File: src/rtl/core/two_stage_watchdog_timer_macros.svh
// Assertion macros for the two-stage watchdog timer.
`ifndef TWO_STAGE_WATCHDOG_TIMER_MACROS_SVH
`define TWO_STAGE_WATCHDOG_TIMER_MACROS_SVH

// Same-cycle implication, checked out of reset
`define TSWD_ASSERT_IMP(lbl, cond, expr, msg) \
    lbl: assert property (@(posedge i_clk) disable iff (!i_rst_n) (cond) |-> (expr)) \
        else $error(msg);

// Next-cycle implication, checked out of reset
`define TSWD_ASSERT_NXT(lbl, cond, expr, msg) \
    lbl: assert property (@(posedge i_clk) disable iff (!i_rst_n) (cond) |=> (expr)) \
        else $error(msg);

`endif

File: src/rtl/core/tswd_pkg.sv
// Shared types and constants of the two-stage watchdog timer.
package tswd_pkg;

    // Preload and counter width default
    localparam int unsigned PRELOAD_WIDTH_DEF = 20;

    // Register byte offsets
    localparam logic [3:0] OFF_PRE1   = 4'h0;
    localparam logic [3:0] OFF_PRE2   = 4'h4;
    localparam logic [3:0] OFF_STATUS = 4'h8;
    localparam logic [3:0] OFF_RELOAD = 4'hC;

    // Unlock keys, compared in the low 16 bits
    localparam logic [15:0] KEY_FIRST  = 16'h0080;
    localparam logic [15:0] KEY_SECOND = 16'h0086;

    // Bit positions in written and read data
    localparam int unsigned BIT_RELOAD  = 8;
    localparam int unsigned BIT_TIMEOUT = 9;
    localparam int unsigned BIT_MODE    = 2;
    localparam int unsigned BIT_ENABLE  = 1;
    localparam int unsigned BIT_LOCK    = 0;
    localparam int unsigned BIT_PRETO   = 0;

    // Item kinds
    typedef enum logic [1:0] {
        REQ_WRITE = 2'd0,
        REQ_READ  = 2'd1,
        REQ_LOCK  = 2'd2,
        REQ_TICK  = 2'd3
    } t_req_type;

    // Unlock sequence phase
    typedef enum logic [1:0] {
        PH_LOCKED = 2'd0,
        PH_KEY1   = 2'd1,
        PH_OPEN   = 2'd2
    } t_unlock;

    // Control status seen by the top level
    typedef struct packed {
        logic enable;
        logic wd_mode;
        logic lock;
        logic in_second;
    } t_tswd_status;

endpackage

File: src/rtl/core/tswd_core.sv
// Watchdog register file, unlock sequence and two-stage down counter.
module tswd_core
    import tswd_pkg::*;
#(
    parameter int unsigned PRELOAD_WIDTH = PRELOAD_WIDTH_DEF
) (
    input  logic         i_clk,
    input  logic         i_rst_n,
    input  logic         i_valid,
    input  t_req_type    i_req_type,
    input  logic [3:0]   i_reg_offset,
    input  logic [31:0]  i_write_data,
    output logic [31:0]  o_read_data,
    output logic         o_reset_pulse,
    output logic         o_write_ignored,
    output logic         o_armed,
    output t_tswd_status o_status
);

    t_unlock                  r_phase, n_phase;
    logic [PRELOAD_WIDTH-1:0] r_pre1, n_pre1;
    logic [PRELOAD_WIDTH-1:0] r_pre2, n_pre2;
    logic [PRELOAD_WIDTH-1:0] r_cnt, n_cnt;
    logic                     r_second, n_second;
    logic                     r_timeout, n_timeout;
    logic                     r_preto, n_preto;
    logic                     r_enable, n_enable;
    logic                     r_mode, n_mode;
    logic                     r_lock, n_lock;

    logic is_write;
    logic is_key1;
    logic is_key2;
    logic mapped;
    logic open_ph;

    // Decode of the request kind, the unlock keys and the mapped offsets
    assign is_write = (i_req_type == REQ_WRITE);
    assign is_key1  = (i_reg_offset == OFF_RELOAD) && (i_write_data[15:0] == KEY_FIRST);
    assign is_key2  = (i_reg_offset == OFF_RELOAD) && (i_write_data[15:0] == KEY_SECOND)
                      && (r_phase == PH_KEY1);
    assign mapped   = (i_reg_offset == OFF_PRE1) || (i_reg_offset == OFF_PRE2)
                      || (i_reg_offset == OFF_STATUS) || (i_reg_offset == OFF_RELOAD);
    assign open_ph  = (r_phase == PH_OPEN);

    // Unlock phase next state
    always_comb begin
        n_phase = r_phase;
        if (is_write) begin
            if (is_key1) begin
                n_phase = PH_KEY1;
            end else if (is_key2) begin
                n_phase = PH_OPEN;
            end else if (mapped) begin
                n_phase = PH_LOCKED;
            end
        end
    end

    // Register, lock and counter update plus the result fields
    always_comb begin
        n_pre1          = r_pre1;
        n_pre2          = r_pre2;
        n_cnt           = r_cnt;
        n_second        = r_second;
        n_timeout       = r_timeout;
        n_preto         = r_preto;
        n_enable        = r_enable;
        n_mode          = r_mode;
        n_lock          = r_lock;
        o_read_data     = '0;
        o_reset_pulse   = 1'b0;
        o_write_ignored = 1'b0;
        case (i_req_type)
            REQ_WRITE: begin
                if (!is_key1 && !is_key2) begin
                    case (i_reg_offset)
                        OFF_PRE1: begin
                            if (open_ph) n_pre1 = i_write_data[PRELOAD_WIDTH-1:0];
                            else o_write_ignored = 1'b1;
                        end
                        OFF_PRE2: begin
                            if (open_ph) n_pre2 = i_write_data[PRELOAD_WIDTH-1:0];
                            else o_write_ignored = 1'b1;
                        end
                        OFF_STATUS: begin
                            // write one to clear
                            if (i_write_data[BIT_PRETO]) n_preto = 1'b0;
                        end
                        OFF_RELOAD: begin
                            if (open_ph) begin
                                if (i_write_data[BIT_RELOAD]) begin
                                    n_cnt    = r_pre1;
                                    n_second = 1'b0;
                                end
                                if (i_write_data[BIT_TIMEOUT]) n_timeout = 1'b0;
                            end else begin
                                o_write_ignored = 1'b1;
                            end
                        end
                        default: begin
                        end
                    endcase
                end
            end
            REQ_READ: begin
                case (i_reg_offset)
                    OFF_PRE1:   o_read_data = 32'(r_pre1);
                    OFF_PRE2:   o_read_data = 32'(r_pre2);
                    OFF_STATUS: o_read_data[BIT_PRETO] = r_preto;
                    OFF_RELOAD: o_read_data[BIT_TIMEOUT] = r_timeout;
                    default:    o_read_data = '0;
                endcase
            end
            REQ_LOCK: begin
                if (r_lock) begin
                    o_write_ignored = 1'b1;
                end else begin
                    n_enable = i_write_data[BIT_ENABLE];
                    n_mode   = i_write_data[BIT_MODE];
                    n_lock   = i_write_data[BIT_LOCK];
                    // rising enable restarts stage one
                    if (i_write_data[BIT_ENABLE] && !r_enable) begin
                        n_cnt    = r_pre1;
                        n_second = 1'b0;
                    end
                end
            end
            REQ_TICK: begin
                if (r_enable) begin
                    if (r_cnt != '0) begin
                        n_cnt = r_cnt - 1'b1;
                    end else if (!r_second) begin
                        // stage one expired: arm stage two
                        n_second = 1'b1;
                        n_cnt    = r_pre2;
                        n_preto  = 1'b1;
                    end else begin
                        // stage two expired
                        if (r_mode) begin
                            o_reset_pulse = 1'b1;
                            n_timeout     = 1'b1;
                        end
                        n_cnt    = r_pre1;
                        n_second = 1'b0;
                    end
                end
            end
            default: begin
            end
        endcase
        o_armed = n_enable;
    end

    // State registers, updated once per processed item
    always_ff @(posedge i_clk) begin
        if (!i_rst_n) begin
            r_phase   <= PH_LOCKED;
            r_pre1    <= '0;
            r_pre2    <= '0;
            r_cnt     <= '0;
            r_second  <= 1'b0;
            r_timeout <= 1'b0;
            r_preto   <= 1'b0;
            r_enable  <= 1'b0;
            r_mode    <= 1'b0;
            r_lock    <= 1'b0;
        end else if (i_valid) begin
            r_phase   <= n_phase;
            r_pre1    <= n_pre1;
            r_pre2    <= n_pre2;
            r_cnt     <= n_cnt;
            r_second  <= n_second;
            r_timeout <= n_timeout;
            r_preto   <= n_preto;
            r_enable  <= n_enable;
            r_mode    <= n_mode;
            r_lock    <= n_lock;
        end
    end

    assign o_status = '{enable: r_enable, wd_mode: r_mode, lock: r_lock, in_second: r_second};

endmodule

File: src/rtl/core/two_stage_watchdog_timer.sv
// Two-stage watchdog timer top level: stream ports, input and result registers.
// Each item (register write, register read, lock write or prescaled tick) gives
// exactly one result. The block takes one item per clock while the receiver keeps
// up. A result passes through the input register, one pass through the register
// and counter logic, and the result register before it is offered. While the
// receiver holds off, the two registers keep one item each and then tready drops.
// Protected writes need the keys 0x80 then 0x86 written to the reload register
// first. PRELOAD_WIDTH (8 to 32) sets the width of the preloads and the down
// counter.
`include "two_stage_watchdog_timer_macros.svh"

module two_stage_watchdog_timer
    import tswd_pkg::*;
#(
    parameter int unsigned PRELOAD_WIDTH = PRELOAD_WIDTH_DEF
) (
    input  logic        i_clk,
    input  logic        i_rst_n,
    input  logic        i_s_tvalid,
    output logic        o_s_tready,
    input  logic [39:0] i_s_tdata,   // [3:0] reg_offset, [35:4] write_data, rest zero
    input  logic [1:0]  i_s_tuser,   // [1:0] req_type
    output logic        o_m_tvalid,
    input  logic        i_m_tready,
    output logic [39:0] o_m_tdata    // [31:0] read_data, [32] reset_pulse,
                                     // [33] write_ignored, [34] armed, rest zero
);

    logic         r_in_valid;
    t_req_type    r_in_req;
    logic [3:0]   r_in_off;
    logic [31:0]  r_in_data;
    logic         r_out_valid;
    logic [31:0]  r_out_rd;
    logic         r_out_pulse;
    logic         r_out_ign;
    logic         r_out_armed;

    logic         adv;
    logic         proc;
    logic [31:0]  rd;
    logic         pulse;
    logic         ign;
    logic         armed;
    t_tswd_status st;

    // Pipeline moves when the result register is free or being taken
    assign adv        = !r_out_valid || i_m_tready;
    assign proc       = r_in_valid && adv;
    assign o_s_tready = !r_in_valid || adv;

    // Input register
    always_ff @(posedge i_clk) begin
        if (!i_rst_n) begin
            r_in_valid <= 1'b0;
        end else if (o_s_tready) begin
            r_in_valid <= i_s_tvalid;
        end
    end

    always_ff @(posedge i_clk) begin
        if (o_s_tready && i_s_tvalid) begin
            r_in_req  <= t_req_type'(i_s_tuser);
            r_in_off  <= i_s_tdata[3:0];
            r_in_data <= i_s_tdata[35:4];
        end
    end

    tswd_core #(
        .PRELOAD_WIDTH (PRELOAD_WIDTH)
    ) u_core (
        .i_clk           (i_clk),
        .i_rst_n         (i_rst_n),
        .i_valid         (proc),
        .i_req_type      (r_in_req),
        .i_reg_offset    (r_in_off),
        .i_write_data    (r_in_data),
        .o_read_data     (rd),
        .o_reset_pulse   (pulse),
        .o_write_ignored (ign),
        .o_armed         (armed),
        .o_status        (st)
    );

    // Result register
    always_ff @(posedge i_clk) begin
        if (!i_rst_n) begin
            r_out_valid <= 1'b0;
        end else if (adv) begin
            r_out_valid <= r_in_valid;
        end
    end

    always_ff @(posedge i_clk) begin
        if (proc) begin
            r_out_rd    <= rd;
            r_out_pulse <= pulse;
            r_out_ign   <= ign;
            r_out_armed <= armed;
        end
    end

    assign o_m_tvalid = r_out_valid;
    assign o_m_tdata  = {5'd0, r_out_armed, r_out_ign, r_out_pulse, r_out_rd};

    // A reset pulse comes only from watchdog mode and leaves stage one selected
    `TSWD_ASSERT_IMP(a_pulse_mode, r_out_valid && r_out_pulse, st.wd_mode && !st.in_second, "reset pulse outside watchdog mode")
    // The result's armed flag matches the enable state after its item
    `TSWD_ASSERT_IMP(a_armed_match, r_out_valid, r_out_armed == st.enable, "armed flag out of step with enable")
    // The lock bit holds until reset
    `TSWD_ASSERT_NXT(a_lock_sticky, st.lock, st.lock, "lock bit cleared without reset")

endmodule

File: config.mk
export PLATFORM = sky130hd
export DESIGN_NAME = two_stage_watchdog_timer
export DESIGN_NICKNAME = d
export VERILOG_FILES = /design/src/rtl/core/tswd_pkg.sv /design/src/rtl/core/tswd_core.sv /design/src/rtl/core/two_stage_watchdog_timer.sv
export VERILOG_INCLUDE_DIRS = /design/src /design/src/rtl/core
export SDC_FILE = /design/constraint.sdc
export NUM_CORES = 1
export LEC_CHECK = 0
export BUFFER_PORTS_ARGS = -buffer_cell sky130_fd_sc_hd__buf_2
export CORE_ASPECT_RATIO = 1.4
export CORE_MARGIN = 2
export CORE_UTILIZATION = 50
export DETAILED_ROUTE_END_ITERATION = 16
export GPL_TIMING_DRIVEN = 0
export PLACE_DENSITY = 0.71
export SLEW_MARGIN = 20
export SYNTH_ARGS = -nofsm -noshare
export SYNTH_HDL_FRONTEND = slang
export SYNTH_SLANG_ARGS = --single-unit
File: constraint.sdc
create_clock -name i_clk -period 2.95 [get_ports i_clk]
set_clock_uncertainty 0.15 [all_clocks]
set_input_delay 0.59 -clock i_clk [delete_from_list [all_inputs] [get_ports i_clk]]
set_output_delay 0.59 -clock i_clk [all_outputs]
set_load 0.005 [all_outputs]
==> results_dict.tcl, run 1 <==
set metrics [dict create \
    run_status "finished, final reports clean" \
    num_rows 46 \
    grt_setup_unrepaired "true" \
    worst_hold_slack_ps 199 \
    synth.avg_cell_area_um2 10.1 \
    synth-edff-count 49 \
    worstSetupStartpointType "flip-flop" \
    firstDrtPassIters 5 \
    number_of_global_route_vias_before_repair 5000 \
    postRouteWirelength_mm 16.1 \
    grt_overall_usage_pct 26.6 \
    avgViaCountPerCell 6.00 \
    hold-path-endpoint "r_in_data[11]" \
    clk_pin_slew_ps 50 \
    grt.overflow.total 0 \
    drt_drc_violations_left 0 \
    worst_slew_margin_rel_pct 48.0 \
    min_period_over_period_pct 98.1 \
    drt-initial-drc-count 378 \
    areaGrowthSynthToFinish_pct 19.1 \
    i_o_pin_total 88 \
    hold_path_depth 1 \
    setup_violations 0 \
    totalNegativeSetupSlack_ps 0 \
    route.vias.total 4972 \
    worstReg2RegStart "r_in_off[1]" \
    ctsHtreeMaxLevel 4 \
    min-delay-start "i_s_tdata[15]" \
    yosys_warnings 0 \
    core_region_area_um2 11400 \
    post_drt_wl_per_cell_um 19.5 \
    cp-end-kind "flip-flop" \
    worst_path_arrival_ps 3070 \
    grt_max_degree 28 \
    cellPowerDensity_nw_per_um2 614 \
    antenna_found_initial 0 \
    asyncSetResetFlopFracSynth_pct 0 \
    min_path_type "input port to flip-flop" \
    timing_worst_slew_pin_value_ps 778 \
    drv.max_cap_violation_count 0 \
    clock_latency_reported_for_the_late_side_of_the_worst_skew_pair_ps 410 \
    post_synth_num_cell_types 68 \
    cts_made_buffers 17 \
    fmax_mhz 346 \
    netlist_instances 582 \
    worstReg2RegEnd "u_core.r_pre2[6]" \
    final.fill_count 953 \
    crit_path_max_fanout 10 \
    timing.reg2reg.worst_path_depth 6 \
    die_w_um 95.4 \
    synth.cell_area_um2 5850 \
    final_net_count 724 \
    ys_seq_elements 119 \
    clkSinkCount 119 \
    ir_worst_vdd_uv 489 \
    min_period_ps 2890 \
    ant_nets 0 \
    static-leakage-power_nw 2.50 \
    diodes 0 \
    first_pass_grt_wire_length_mm 25.8 \
    yosys_most_used_dff "sky130_fd_sc_hd__dfxtp_1" \
    timing.final.hold_violations 0 \
    floorplan.initialDensity_pct 51.4 \
    finalNonFillerCells 829 \
    worst_r2r_setup_slack_ps 60 \
    drive_gt1_share_pct 19.7 \
    slew_viol_final 0 \
    dpl.cell_count 795 \
    timing_worst_setup_path_type "flip-flop to flip-flop" \
    dp.final_hpwl_mm 11.6 \
    port_buffers 53 \
    placer_congestion_estimate 0.987 \
    die_y_um 132 \
    dieArea_um2 12600 \
    hold_buffers 0 \
    ys_seq_area_share_pct 49.1 \
    worstPathRequired_ps 3130 \
    clock_tree_from_tritoncts "done" \
    cts_max_path_buffers 2 \
    cts_root_buf "sky130_fd_sc_hd__clkbuf_16" \
]
-- where the power goes --
part	internal, W	switching [W]	total (W)
clock	0.00123	0.000743	0.00197
sequential	0.00177	0.0000356	0.00180
combinational	0.000174	0.000329	0.000503
-- per-stage QoR --
stage | utilization, % | worst slack [ps] | area (um2) | power, W
after floorplan | - | 295 | 5910 | 0.00215
after global placement | 55.8 | -367 | 6360 | 0.00230
after detailed placement | 55.8 | -452 | 6360 | 0.00231
after CTS | 60.9 | 41.4 | 6940 | 0.00427
after global routing | 61.2 | -74.2 | 6970 | 0.00440
final | 61.2 | 56.5 | 6970 | 0.00428
-- worst max path at each step --
stage,cells past startpoint,slack (ps),to,start
after global routing,6,-70,u_core.r_pre2[8],r_in_off[1]
final,6,60,u_core.r_pre2[6],r_in_off[1]
after global placement,8,-370,u_core.r_pre2[3],i_m_tready
after CTS,6,40,u_core.r_cnt[8],u_core.r_cnt[4]
after detailed placement,8,-450,u_core.r_pre2[9],i_m_tready
after floorplan,7,290,u_core.r_pre2[0],i_m_tready
-- layout by cell type (no fill, tap or decap), types with 17 or more instances in the layout --
master	synthesis	routed
sky130_fd_sc_hd__nand2_1	78	78
sky130_fd_sc_hd__dfxtp_1	70	70
sky130_fd_sc_hd__buf_2	5	58
sky130_fd_sc_hd__mux2i_1	50	50
sky130_fd_sc_hd__edfxtp_1	49	49
sky130_fd_sc_hd__clkbuf_1	29	29
sky130_fd_sc_hd__nor2b_1	24	24
sky130_fd_sc_hd__nor2_1	24	23
sky130_fd_sc_hd__buf_4	20	22
sky130_fd_sc_hd__a22oi_1	19	19
sky130_fd_sc_hd__a21oi_1	18	18
sky130_fd_sc_hd__conb_1	1	17
sky130_fd_sc_hd__clkbuf_16	0	17
-- worst max-delay path: stages, from the launching register on --
cell and delay, ps:
sky130_fd_sc_hd__edfxtp_1 440, sky130_fd_sc_hd__nor2_1 340, sky130_fd_sc_hd__and3_1 210, sky130_fd_sc_hd__clkbuf_1 440
sky130_fd_sc_hd__nor3b_1 330, sky130_fd_sc_hd__buf_1 620, sky130_fd_sc_hd__mux2i_1 280
-- sequential cells by signal, summed over array words and instances, names as in the netlist --
name              flops
r_in_data            20
r_out_rd             20
u_core.r_cnt         20
u_core.r_pre1        20
u_core.r_pre2        20
r_in_off              4
r_in_req              2
u_core.r_phase        2
o_m_tvalid            1
r_in_valid            1
r_out_armed           1
r_out_ign             1
r_out_pulse           1
u_core.r_enable       1
u_core.r_lock         1
u_core.r_mode         1
u_core.r_preto        1
u_core.r_second       1
u_core.r_timeout      1
-- Yosys cell counts, types with 7 or more instances --
library cell / number / area (um2)
sky130_fd_sc_hd__o211ai_1: 7 / 52.6
sky130_fd_sc_hd__a31oi_1: 8 / 50.1
sky130_fd_sc_hd__a21oi_1: 18 / 90.1
sky130_fd_sc_hd__nor3_1: 13 / 65.1
sky130_fd_sc_hd__clkbuf_1: 29 / 109
sky130_fd_sc_hd__inv_1: 9 / 33.8
sky130_fd_sc_hd__nand3_1: 12 / 60.1
sky130_fd_sc_hd__nand4_1: 8 / 50.1
sky130_fd_sc_hd__nor2_1: 24 / 90.1
sky130_fd_sc_hd__dfxtp_1: 70 / 1400
sky130_fd_sc_hd__buf_4: 20 / 150
sky130_fd_sc_hd__a22oi_1: 19 / 143
sky130_fd_sc_hd__edfxtp_1: 49 / 1470
sky130_fd_sc_hd__o21ai_0: 14 / 70.1
sky130_fd_sc_hd__nand2_1: 78 / 293
sky130_fd_sc_hd__nor4_1: 10 / 62.6
sky130_fd_sc_hd__nor2b_1: 24 / 150
sky130_fd_sc_hd__mux2i_1: 50 / 500
-- layout make-up --
class	instances	area, um2	share of cell area, %
plain buffers	58	308	4.42
clock buffers	18	429	6.16
clock inverters	14	134	1.92
inverters	10	42.5	0.610
multi-input cells	411	2720	39.1
flip-flops and latches	119	2870	41.2
well taps	144	180	2.59
repair buffers	55	280	4.02
-- per-layer routing --
metal	vias to the layer above	track usage, %	wire [um]
met5	-	0	0
met1	2350	32.8	6450
met4	0	12.5	605
li1	2318	-	-
met3	48	5.43	971
met2	256	44.1	8110
-- cells by family after synthesis --
group / after synthesis / synth area share [%]
simple gates: 214 / 19.5
flops: 119 / 49.1
compound gates: 115 / 14.1
buf+inv: 68 / 5.88
mux: 53 / 9.13
fa+ha+maj: 6 / 1.28
xor+xnor: 6 / 0.898
other cells: 1 / 0.0641
-- repair_timing --
| item | CTS | global route |
|---|---|---|
| gates resized for setup | 3 | 4 |
| buffers inserted | 0 | 2 |
| endpoints found under the setup margin | 21 | 33 |
| pin swaps | 1 | 1 |
Power figures use the tool's default switching activity.
==> run 2: changes to the inputs <==
==> constraint.sdc (replaced) <==
create_clock -name i_clk -period 3.2 [get_ports i_clk]
set_clock_uncertainty 0.15 [all_clocks]
set_input_delay 0.64 -clock i_clk [delete_from_list [all_inputs] [get_ports i_clk]]
set_output_delay 0.64 -clock i_clk [all_outputs]
set_load 0.005 [all_outputs]
==> run 2 against run 1 <==
Net effect:
- sequential share of layout area rose by 0.10 points
- wire length fell by 0.41%
- cell area fell by 0.25%
- hold slack improved by 49 ps
- first-iteration DRC count rose by 6.1%
- utilization fell by 0.15 points
- fmax fell by 7.0%
- critical endpoint is now u_core.r_cnt[13]
- largest power group unchanged
==> results_dict.tcl, run 2 (synthesis gave the netlist of run 1 again) <==
set metrics [dict create \
    post_drt_wl_per_cell_um 19.4 \
    floorplan.initialDensity_pct 51.4 \
    timing_worst_slew_pin_value_ps 1080 \
    grt_max_degree 28 \
    drt_drc_violations_left 0 \
    num_rows 46 \
    ctsHtreeMaxLevel 4 \
    setup_violations 0 \
    i_o_pin_total 88 \
    final_net_count 724 \
    number_of_global_route_vias_before_repair 5004 \
    avgViaCountPerCell 5.99 \
    antenna_found_initial 0 \
    worstPathRequired_ps 3390 \
    grt_overall_usage_pct 26.6 \
    dpl.cell_count 795 \
    cts.repair.resized 0 \
    drive_gt1_share_pct 19.1 \
    core_region_area_um2 11400 \
    clock_tree_from_tritoncts "done" \
    final_cell_area_um2 6950 \
    placer_congestion_estimate 0.987 \
    port_buffers 53 \
    dpl-instance-area_um2 6360 \
    drt-initial-drc-count 401 \
    worst_slew_margin_rel_pct 27.6 \
    min_period_ps 3110 \
    grt.overflow.total 0 \
    dp.final_hpwl_mm 11.6 \
    postRouteWirelength_mm 16.1 \
    cellPowerDensity_nw_per_um2 566 \
    worst_r2r_setup_slack_ps 90 \
    route.vias.total 4967 \
    cts_made_buffers 17 \
    worst_path_arrival_ps 3300 \
    finalNonFillerCells 829 \
    clkSinkCount 119 \
    firstDrtPassIters 5 \
    crit_path_max_fanout 10 \
    total_power_w 0.00394 \
    power.share.switching_pct 25.9 \
    die_y_um 132 \
    layout.cells.most_common "sky130_fd_sc_hd__nand2_1" \
    share_comb_of_total_power_pct 11.6 \
    power_report.internal_total_w 0.00292 \
    slew_viol_final 0 \
    drv.max_cap_violation_count 0 \
    cp-end-kind "flip-flop" \
    run_status "finished, final reports clean" \
    cts_root_buf "sky130_fd_sc_hd__clkbuf_16" \
    p_switching_w 0.00102 \
    clock_latency_reported_for_the_late_side_of_the_worst_skew_pair_ps 410 \
    clock_power_share_pct 46.2 \
    worstSetupStartpointType "flip-flop" \
    static-leakage-power_nw 2.50 \
    timing_worst_setup_path_type "flip-flop to flip-flop" \
    cts_max_path_buffers 2 \
    diodes 0 \
    fmax_mhz 322 \
    ir_worst_vdd_uv 449 \
    clk_pin_slew_ps 60 \
    dieArea_um2 12600 \
    power.sequential.fraction_pct 42.2 \
    grt_setup_unrepaired "false" \
    areaGrowthSynthToFinish_pct 18.8 \
    layout.cells.most_common_list "78 x sky130_fd_sc_hd__nand2_1, 70 x sky130_fd_sc_hd__dfxtp_1, 58 x sky130_fd_sc_hd__buf_2" \
    min_path_type "input port to flip-flop" \
    ant_nets 0 \
    timing.final.hold_violations 0 \
    final.fill_count 955 \
    min_period_over_period_pct 97.2 \
    die_w_um 95.4 \
    layout.core_utilization_pct 61.0 \
    first_pass_grt_wire_length_mm 25.8 \
]
==> run 2: final timing paths <==
kind | startpoint | end | cells after the start
worst max-delay path | r_in_req[0] | u_core.r_cnt[13] | 7
worst min-delay path | i_s_tdata[15] | r_in_data[11] | 1
worst max register to register | r_in_req[0] | u_core.r_cnt[13] | 7
worst min register to register | u_core.r_pre2[19] | u_core.r_pre2[19] | 2
==> run 2: power by group through the flow <==
stage,Clock [W],Combinational (W),Sequential (W)
CTS,0.00183,0.000443,0.00166
global placement,0,0.000435,0.00169
finish,0.00182,0.000458,0.00166
detailed placement,0,0.000439,0.00169
global route,0.00189,0.000495,0.00166
floorplan,0,0.000297,0.00168
==> run 2: worst max-delay path: stages, from the launching register on <==
cell,delay [ps]
sky130_fd_sc_hd__edfxtp_1,430
sky130_fd_sc_hd__ha_1,220
sky130_fd_sc_hd__clkbuf_1,220
sky130_fd_sc_hd__clkinv_1,280
sky130_fd_sc_hd__o211ai_1,220
sky130_fd_sc_hd__nor4_2,850
sky130_fd_sc_hd__o221ai_1,430
sky130_fd_sc_hd__o2bb2ai_1,230
==> run 2: layout make-up <==
cell class | count | area [um2] | share of cell area (%)
Clock inverter | 14 | 134 | 1.93
Multi-Input combinational cell | 411 | 2710 | 39.0
Clock buffer | 18 | 429 | 6.17
Sequential cell | 119 | 2870 | 41.3
Tap cell | 144 | 180 | 2.59
Buffer | 58 | 307 | 4.41
Timing Repair Buffer | 55 | 280 | 4.03
Inverter | 10 | 37.5 | 0.540
==> run 2: stage by stage <==
stage               setup slack [ps]  setup TNS, ps  hold slack (ps)
global placement                -167          -2970              309
global route                    48.0              0              236
finish                          89.7              0              248
detailed placement              -252          -4570              314
CTS                              155              0              235
floorplan                        495              0              293
==> run 2: what timing repair did <==
item,4_1_cts,5_1_grt
hold buffers,0,0
endpoints found under the setup margin,0,2
setup buffers,0,2
==> run 2: routing by layer <==
layer / global-route usage [%] / up-vias / wire length, um
li1: - / 2317 / -
met1: 32.6 / 2344 / 6300
met2: 44.1 / 255 / 8150
met3: 5.55 / 51 / 1030
met4: 12.5 / 0 / 581
met5: 0 / - / 0
==> run 3: changes to the inputs <==
--- a/config.mk
+++ b/config.mk
@@ -8,7 +8,7 @@
 export LEC_CHECK = 0
 export BUFFER_PORTS_ARGS = -buffer_cell sky130_fd_sc_hd__buf_2
 export CORE_ASPECT_RATIO = 1.4
-export CORE_MARGIN = 2
+export CORE_MARGIN = 1
 export CORE_UTILIZATION = 50
 export DETAILED_ROUTE_END_ITERATION = 16
 export GPL_TIMING_DRIVEN = 0
==> run 3 against run 2 <==
Net effect:
- global-route usage rose by 1.0 points
- die area shrank 3.6%
- non-clock buffer count decreased by 2
- highest routed layer unchanged
==> results_dict.tcl, run 3 (synthesis gave the netlist of run 1 again) <==
set metrics [dict create \
    cts_setup_buffers 0 \
    dieArea_um2 12100 \
    final.fill_count 920 \
    worstPathRequired_ps 3400 \
    i_o_pin_total 88 \
    route.vias.total 4993 \
    postRouteWirelength_mm 16.0 \
    post_drt_wl_per_cell_um 19.4 \
    grt_overall_usage_pct 27.6 \
    cp_num_buf_inv 2 \
    cts_made_buffers 17 \
    cts_root_buf "sky130_fd_sc_hd__clkbuf_16" \
    grt.overflow.total 0 \
    core_region_area_um2 11300 \
    power_report.internal_total_w 0.00293 \
    final_net_count 722 \
    floorplan.initialDensity_pct 51.6 \
    power.share.switching_pct 26.3 \
    drv.max_cap_violation_count 0 \
    drive_gt1_share_pct 19.5 \
    min_period_over_period_pct 94.5 \
    firstDrtPassIters 5 \
    first_pass_grt_wire_length_mm 25.2 \
    critPathSlowestCell "sky130_fd_sc_hd__nor4_2" \
    layout.cells.most_common_list "78 x sky130_fd_sc_hd__nand2_1, 70 x sky130_fd_sc_hd__dfxtp_1, 58 x sky130_fd_sc_hd__buf_2" \
    layout.core_utilization_pct 61.3 \
    dp.final_hpwl_mm 11.6 \
    number_of_global_route_vias_before_repair 4790 \
    dpl-instance-area_um2 6360 \
    total_power_w 0.00397 \
    final_cell_area_um2 6950 \
    areaGrowthSynthToFinish_pct 18.8 \
    ctsHtreeMaxLevel 4 \
    power.sequential.fraction_pct 41.8 \
    timing_worst_slew_pin_value_ps 1040 \
    min_path_type "input port to flip-flop" \
    clkSinkCount 119 \
    avgViaCountPerCell 6.04 \
    diodes 0 \
    antenna_found_initial 0 \
    clock_latency_reported_for_the_late_side_of_the_worst_skew_pair_ps 420 \
    timing_worst_setup_path_type "flip-flop to flip-flop" \
    p_switching_w 0.00104 \
    cts.repair.resized 0 \
    cts_max_path_buffers 2 \
    run_status "finished, final reports clean" \
    totalNegativeSetupSlack_ps 0 \
    setup_violations 0 \
    ant_nets 0 \
    drt_drc_violations_left 0 \
    die_w_um 93.4 \
    clock_tree_from_tritoncts "done" \
    ir_worst_vdd_uv 434 \
    port_buffers 53 \
    min_period_ps 3020 \
    hold_buffers 0 \
    timing.final.hold_violations 0 \
    cp-end-kind "flip-flop" \
    placer_congestion_estimate 0.952 \
    die_y_um 130 \
    share_comb_of_total_power_pct 11.4 \
    fmax_mhz 331 \
    static-leakage-power_nw 2.49 \
    worst_slew_margin_rel_pct 29.9 \
    crit_path_max_incr_delay_ps 810 \
    grt_max_degree 28 \
    worst_path_arrival_ps 3220 \
    cellPowerDensity_nw_per_um2 571 \
    drt-initial-drc-count 443 \
    layout.cells.most_common "sky130_fd_sc_hd__nand2_1" \
    clock_power_share_pct 46.8 \
    slew_viol_final 0 \
    grt_setup_unrepaired "false" \
    clk_pin_slew_ps 60 \
    crit_path_max_fanout 10 \
    critical-path-top-delay-family "compound AO/OA/AOI/OAI gates" \
    num_rows 46 \
    worstSetupStartpointType "flip-flop" \
    crit_path_cell_trace "ha_1 > clkbuf_1 > clkinv_1 > o211ai_1 > nor4_2 > o221ai_1 > o2bb2ai_1" \
]
==> run 3: final timing paths <==
check / start / endpoint / slack (ps) / cells after the start
max: r_in_req[0] / u_core.r_cnt[13] / 180 / 7
min: i_s_tdata[15] / r_in_data[11] / 240 / 1
max reg2reg: r_in_req[0] / u_core.r_cnt[13] / 180 / 7
min reg2reg: u_core.r_pre2[7] / u_core.r_pre2[7] / 330 / 2
==> run 3: area by class of cell <==
type                       count  area, um2  area share, %
inverter                      10       37.5          0.540
clock buffer                  17        425           6.12
clock inverter                15        155           2.23
tap                          144        180           2.59
timing repair buffer          53        265           3.81
buffer                        58        307           4.41
multi-input combinational    411       2710           39.0
sequential                   119       2870           41.3
==> run 3: worst reg2reg max path: stages (launching register included) <==
cell and delay (ps):
sky130_fd_sc_hd__edfxtp_1 430, sky130_fd_sc_hd__ha_1 230, sky130_fd_sc_hd__clkbuf_1 210, sky130_fd_sc_hd__clkinv_1 280, sky130_fd_sc_hd__o211ai_1 260, sky130_fd_sc_hd__nor4_2 810
sky130_fd_sc_hd__o221ai_1 370, sky130_fd_sc_hd__o2bb2ai_1 220
==> run 3: through the flow <==
stage	instances	setup WS, ps	hold slack [ps]
final	827	176	242
after global routing	827	27.4	237
after CTS	827	108	241
after detailed placement	795	-256	319
after global placement	795	-153	308
after floorplan	598	495	293
==> run 3: routing by layer <==
layer  GRT usage [%]  vias to the layer above  share of wire, %
li1                -                     2308                 -
met1            33.1                     2398                40
met2            47.0                      238                50
met3            4.90                       49               6.2
met4            14.9                        0               3.7
met5               0                        -                 0
==> run 3: power by group through the flow <==
stage,clock network (W),logic [W],registers (W)
detailed placement,0,0.000438,0.00169
finish,0.00186,0.000454,0.00166
CTS,0.00186,0.000441,0.00166
floorplan,0,0.000297,0.00168
global placement,0,0.000436,0.00169
global route,0.00194,0.000487,0.00167
